$ cat src/design/gs3_pkg.sv
// Shared constants, types and helpers for the 3x3 binomial smoothing block.
`timescale 1ns / 1ps
`default_nettype none

package gs3_pkg;

   localparam int SAMPLE_BITS   = 16;
   localparam int MAX_WIDTH     = 1024;
   localparam int MAX_HEIGHT    = 1024;
   localparam int MIN_DIM       = 3;
   localparam int ADDR_BITS     = $clog2(MAX_WIDTH);
   localparam int DIM_BITS      = 11;
   localparam int COL_BITS      = DIM_BITS;
   localparam int ROW_BITS      = $clog2(MAX_HEIGHT);
   localparam int CSUM_BITS     = SAMPLE_BITS + 2;
   localparam int SUM_BITS      = SAMPLE_BITS + 4;
   localparam int CSR_ADDR_BITS = 3;
   localparam int CSR_DATA_BITS = 32;

   localparam logic CMD_SAMPLE = 1'b0;
   localparam logic CMD_DRAIN  = 1'b1;

   localparam logic REG_WIDTH  = 1'b0;
   localparam logic REG_HEIGHT = 1'b1;

   typedef logic [SAMPLE_BITS-1:0] sample_type;
   typedef logic [DIM_BITS-1:0]    dim_type;

   // One window column: the sample two rows up, one row up and the current row.
   typedef struct packed {
      sample_type top;
      sample_type mid;
      sample_type bot;
   } column_type;

   typedef struct packed {
      sample_type upper;
      sample_type lower;
   } row_pair_type;

   typedef struct packed {
      logic                 en;
      logic [ADDR_BITS-1:0] addr_a;
      logic [ADDR_BITS-1:0] addr_b;
   } lb_read_type;

   typedef struct packed {
      logic                 en;
      logic [ADDR_BITS-1:0] addr;
      row_pair_type         data;
   } lb_write_type;

   // Vertical 1-2-1 weighting of one column.
   function automatic logic [CSUM_BITS-1:0] col_sum_f(input column_type col);
      col_sum_f = CSUM_BITS'(col.top) + (CSUM_BITS'(col.mid) << 1) + CSUM_BITS'(col.bot);
   endfunction

   // Hold a written dimension in the legal range.
   function automatic dim_type clamp_dim_f(input dim_type value, input dim_type hi);
      if (value < DIM_BITS'(MIN_DIM)) begin
         clamp_dim_f = DIM_BITS'(MIN_DIM);
      end else if (value > hi) begin
         clamp_dim_f = hi;
      end else begin
         clamp_dim_f = value;
      end
   endfunction

endpackage

`default_nettype wire

$ cat src/design/gs3_cell.sv
// Window cell: holds one three-sample column and passes it to its neighbor.
`timescale 1ns / 1ps
`default_nettype none

module gs3_cell (
   input  logic                                 clock,
   input  logic                                 reset,
   input  logic                                 shift,
   input  gs3_pkg::column_type                  col_in,
   output gs3_pkg::column_type                  col_out,
   output logic [gs3_pkg::CSUM_BITS-1:0]        col_sum
);
   import gs3_pkg::*;

   column_type col_ff;
   column_type col_next_in;

   always_comb begin
      col_next_in = shift ? col_in : col_ff;
   end

   always_ff @(posedge clock) begin
      if (reset) begin
         col_ff <= '0;
      end else begin
         col_ff <= col_next_in;
      end
   end

   assign col_out = col_ff;
   assign col_sum = col_sum_f(col_ff);

endmodule

`default_nettype wire

$ cat config.mk
export PLATFORM = sky130hd
export DESIGN_NAME = gs3_cell
export DESIGN_NICKNAME = d
export VERILOG_FILES = /design/src/design/gs3_pkg.sv /design/src/design/gs3_cell.sv
export SDC_FILE = /design/constraint.sdc
export NUM_CORES = 1
export LEC_CHECK = 0
export BUFFER_PORTS_ARGS = -buffer_cell sky130_fd_sc_hd__buf_4
export CORE_MARGIN = 5
export CORE_UTILIZATION = 48
export DETAILED_ROUTE_END_ITERATION = 7
export PLACE_DENSITY = 0.81
export SYNTH_ARGS = -nofsm -noshare
export SYNTH_HDL_FRONTEND = slang
export SYNTH_SLANG_ARGS = --single-unit
$ cat constraint.sdc
create_clock -name clock -period 3.1 [get_ports clock]
set_input_delay 0.31 -clock clock [delete_from_list [all_inputs] [get_ports clock]]
set_output_delay 0.31 -clock clock [all_outputs]
set_load 0.01 [all_outputs]
After elaboration in Yosys (flattened, before gate mapping)
Cells that the tools add are included.
Widths: inputs -> output; s select.
Cells by class
  add/subtract/negate cells: 2
  $mul: 0
  divide/modulo/power cells: 0
  order comparisons: 0
  eq/ne operators: 0
  shift operators: 0
  muxes and demuxes: 0
  bitwise gates (word level): 0
  reductions and logical operators: 0
Operator list (count)
  $add 16x17->18: 1
  $add 18x16->18: 1
Storage, ports and cells
  flip-flop bits (word level): 48
  latch bits: 0
  RAM bits: 0
  memory bits (read-only): 0
  output and inout bits: 66
  memories: 0

Depth between registers and ports, before layout
  depth after elaboration: 2
  depth in mapped cells: 10
  depth with buffers taken out: 10

Worst setup path before layout
Ideal clock, no wire load.
  kind: register to output
  from: register col_ff (netlist bit col_out[1])
  to: output port col_sum[13] (netlist bit)
  data arrival time: 2.612 ns
  slack: 0.178 ns
  cell stages (with the launch flop): 11
  path through: dfxtp_1 > inv_1 > fa_1 > inv_1 > ha_1 > fa_1 > a21o_2 > a221oi_2 > o21ai_2 > a21oi_2 > xnor2_1
Between the ends
  word-level cells in the longest chain between the ends: 1
RTL lines
  start, declared: RTL line gs3_cell.sv:15  | column_type col_ff;
  start signal, assigned: RTL line gs3_cell.sv:26  | col_ff <= col_next_in;
  $add 18x16->18: RTL line gs3_pkg.sv:55  | col_sum_f = CSUM_BITS'(col.top) + (CSUM_BITS'(col.mid) << 1) + CSUM_BITS'(col.bot);
  end, declared: RTL line gs3_cell.sv:11  | output logic [gs3_pkg::CSUM_BITS-1:0] col_sum
Every way passes these cells.

Final worst setup path
  from: register col_ff (netlist bit col_out[1])
  to: output port col_sum[15] (netlist bit)
Same word-level chain as after synthesis.

==> results.md <==
- In this run the most used layer during global routing was met2.
- After detailed routing, the average wire length per cell comes to about 15 um.
- Once detail routing completed, the nets flagged for antenna violations numbered 0.
- The horizontal die dimension is about 86 um.
- Of the total power, the share spent switching nets is 31.4%.
- The cell family contributing the most delay on the critical path is adder cells.
- Synthesis produced a netlist whose cell count is 270.
- The checks that failed: negative setup slack.
- Traced cell by cell, the critical path runs through inv_2, fa_1, inv_1, ha_2, fa_2, a21o_4, a221o_1, nand4_1, o211ai_2, xor2_1, buf_4.
- In this run the static leakage power is about 2 nW.
- The number of pins with negative max-slew slack in the final report was 0.
- The H-tree was split into 2 levels.
- The number of nets at the end of the flow is between 400 and 500.
- The most critical setup path has its startpoint at col_out[1].
- The floorplan step set the die height to 85.7 um.
- The smallest setup slack after layout is -91.4 ps.
- The type of the setup path with the least slack is reg -> out.
- Cells with a size suffix above 1 make up between 30% and 40% of the layout.
- Counting the buffers created by CTS gives 5.
- The library cell used as clock root buffer is clkbuf_8.
- The clock input transition at the sequential cells of the worst setup and hold paths is about 80 ps.
- The global placement routability congestion is roughly 0.8.
- In this run the power spent charging and discharging nets is a little over 0.0005 W.
- The count of routing violations after the opening detailed-route iteration is 73.
- The combinational power share is between 30% and 40%.
- The largest single stage delay on the critical path is around 530 ps.
- After synthesis, the netlist uses 38 different library cells.
- Of the total power, the clock network draws approximately 23%.
- The total internal power is 0.00112 W.
- The sort of element at the start of the critical path is a flip-flop.
- The ratio of total power to cell area is roughly 430 nW/um^2.
- roughly 120 I/O pins were placed.
- The met2 usage is a little over a third.
- The number of flip-flops under the largest register name is 48.
- The minimum clock period is between 3000 and 4000 ps.
- The origin of the worst min-delay path is col_in[43].
- The mapped netlist covers roughly 2800 sq um.
- The routed via count is around 2400.
- The number of placement rows is 27.
- The number of cells on the worst reg-to-reg path is 3.
- For this run, the total global-route usage over all layers was measured as a little under a fifth.
- The relative max-transition margin is about half.
- The completed layout was analyzed and its total power is 0.00164 W.
- The number of inserted filler cells in the final layout is between 400 and 500.
- The repair_antennas step left the layout with diodes totalling 0.
- The post-route core utilization is 69.3%.
- Sorting the synthesized cells by area gives the leading types as dfxtp_1 35%, mux2i_1 17%, fa_1 12%, ha_1 7.7%, nor2_1 6.8%.
- The part of the total power dissipated in sequential elements is between 40% and 50%.
- Counting flops with an async set or reset pin after synthesis yields a share of 0%.
- The number of hold-slack violations in the final timing report is 0.
- After layout, the worst path uses 103% of the clock period.
- The number of search-and-repair iterations in the first detailed-routing pass is 4.
- The critical path data arrival time is about 2900 ps.
- The final wirelength is slightly below 7 mm.
- The worst hold path terminates at col_out[43].
- After legalization and detailed placement, the total HPWL measured about 5.4 mm.
- The total grt overflow is 0.
- The slew of the pin with the lowest slew margin is approximately 780 ps.
- The startpoint identified for the worst register-to-register timing path is col_out[16].
- The share of the Yosys chip area taken by registers is between 30% and 40%.
- The fraction of synthesized cell area taken by the top area cell type is about a third.
- The met1 global-route usage is between 20% and 30%.
- The met3 global-route usage is roughly 5.8%.
- The final setup skew is 0 ps.
- The count of buffers added on input and output ports is roughly 120.
- For this design, the slowest cell found on the critical path is fa_1.
- The combined buffer and inverter count along the critical path is 3.
- The total of endpoints with negative setup slack in the final report is 4.
- The synthesized design spends more area on one cell type than any other, namely dfxtp_1.
- The floorplan step defined a core boundary enclosing 5540 sq um.
- Derived from the worst setup path, the maximum achievable clock frequency is roughly 310 MHz.
- The commonest register cell after synthesis is dfxtp_1.
- In this run the worst path has a maximum fanout of 3.
- Across all hold checks on the routed design, the worst slack comes to roughly 250 ps.
- The average via count per standard cell is roughly 5.2.
- Summing all non-filler instances in the final layout gives an area of 3840 sq um.
- The largest vdd supply drop is between 0.3 and 0.4 mV.
- The number of buffers added to fix hold violations after cts is 0.
- The remaining design rule violation count is 0.
- The clock latency of the later-clocked register in the worst-skew pair is slightly below 300 ps.
- From synthesis to final layout, the design area changed by 39.5%.
- STA classifies the critical path endpoint as an output pin.
- The number of antenna violations at the first check in global routing is 0.
- The die footprint is around 7300 sq um.
- The number of instances on the worst hold path is 3.
- Counting instances in the post-synthesis netlist gives the leading cell types as 50 x nor2_1, 48 x dfxtp_1, 48 x mux2i_1.
- The kind of path behind the tightest hold check is in -> reg.
- The initial cell density of the core is between 40 and 50%.
- For this design, the sink count on the clock tree is 48.
- The synthesized design contains 48 register bits.
- The synthesized area per cell is approximately 10 sq um.
- Synthesis produced a netlist with a net count of 354.
- Setup repair after global routing could not meet its margin everywhere.
- Entering global routing, the biggest net connects between 40 and 50 pins.
- The setup check on the worst reg-to-reg path leaves a slack of around 2400 ps.
- The worst register-to-register path ends at col_out[16].
- The data required time at the worst endpoint is roughly 2800 ps.
- The via count of the first global-routing pass is around 2500.
- In the post-synthesis netlist, the cell with the most instances is nor2_1.
- The number of enable-type register cells in the synthesized netlist is 0.
- The first global-routing pass estimated between 10 and 15 mm of wire.
- Counting along the longest clock path gives a buffer depth of 2.
- The TritonCTS clock tree is yes.
- The number of warnings reported in the yosys synthesis log is 0.
- The flow ran to the end, but the final reports show violations.
- The count of maximum capacitance violations is 0.
- The post-place instance area is ~3700 sq um.
## metrics by stage
step / cells / setup TNS, ps / setup slack, ps
6_report: 461 / -149 / -91.4
5_1_grt: 461 / -743 / -187
4_1_cts: 459 / -308 / -136
3_5_place_dp: 447 / 0 / 47.4
3_3_place_gp: 447 / 0 / 94.2
2_1_floorplan: 270 / 0 / 178
## cell type report
cell class,instances,area [sq um],area share [%]
Clock buffer,8,90.1,2.35
Inverter,6,22.5,0.587
Multi-Input combinational cell,203,1740,45.4
Sequential cell,48,963,25.1
Tap cell,72,90.1,2.35
Timing Repair Buffer,124,931,24.3
## worst min-delay path, stage by stage
cell     delay (ps)
buf_4            70
mux2i_1          50
nor2_1           70
## power groups by stage
stage	combinational, W	sequential [W]	clock, W
floorplan	0.000300	0.000718	0
global placement	0.000551	0.000705	0
detailed placement	0.000562	0.000707	0
CTS	0.000576	0.000693	0.000387
global route	0.000629	0.000700	0.000413
finish	0.000574	0.000693	0.000373
## cell families after synthesis
kind of cell               share of synthesized area (%)
AOI/OAI and AO/OA                                   10.6
buffers and inverters                               3.14
DFF                                                 34.9
xor gates and xnor gates                            4.46
muxes                                               17.5
adders and majority gates                           19.4
and+or+nand+nor                                     10.1
## how the worst max path moves through the flow
stage | to | slack, ps | cells past startpoint
2_1_floorplan | col_sum[13] | 180 | 10
3_5_place_dp | col_sum[13] | 50 | 11
4_1_cts | col_sum[15] | -140 | 11
3_3_place_gp | col_sum[13] | 90 | 11
5_1_grt | col_sum[13] | -190 | 11
6_report | col_sum[15] | -90 | 11
## timing repair
item	4_1_cts	5_1_grt
gates resized for setup	8	1
buffers inserted	4	2
endpoints found under the setup margin	7	9
pin swaps	7	4
## layout by cell type (no fill, tap or decap), drive strengths merged
cell	instances
nand4	2
mux2i	48
o21ai	10
buf	124
o21bai	2
dfxtp	48
clkbuf	8
a21o	5
a211oi	1
nor2b	1
and2	1
and3	2
nor2	50
o211ai	2
nand3	3
inv	6
a31oi	2
xnor2	7
fa	16
a221o	1
o31ai	1
a21oi	13
o31a	1
xor2	7
ha	17
a41oi	2
nand2	8
a221oi	1
## metal layers
layer  wire [um]  up-vias
met2        3610       66
met3         518        6
met5           0        -
met1        2660     1139
li1            -     1172
met4          65        0
No activity file was read; power rests on OpenSTA's default activity.
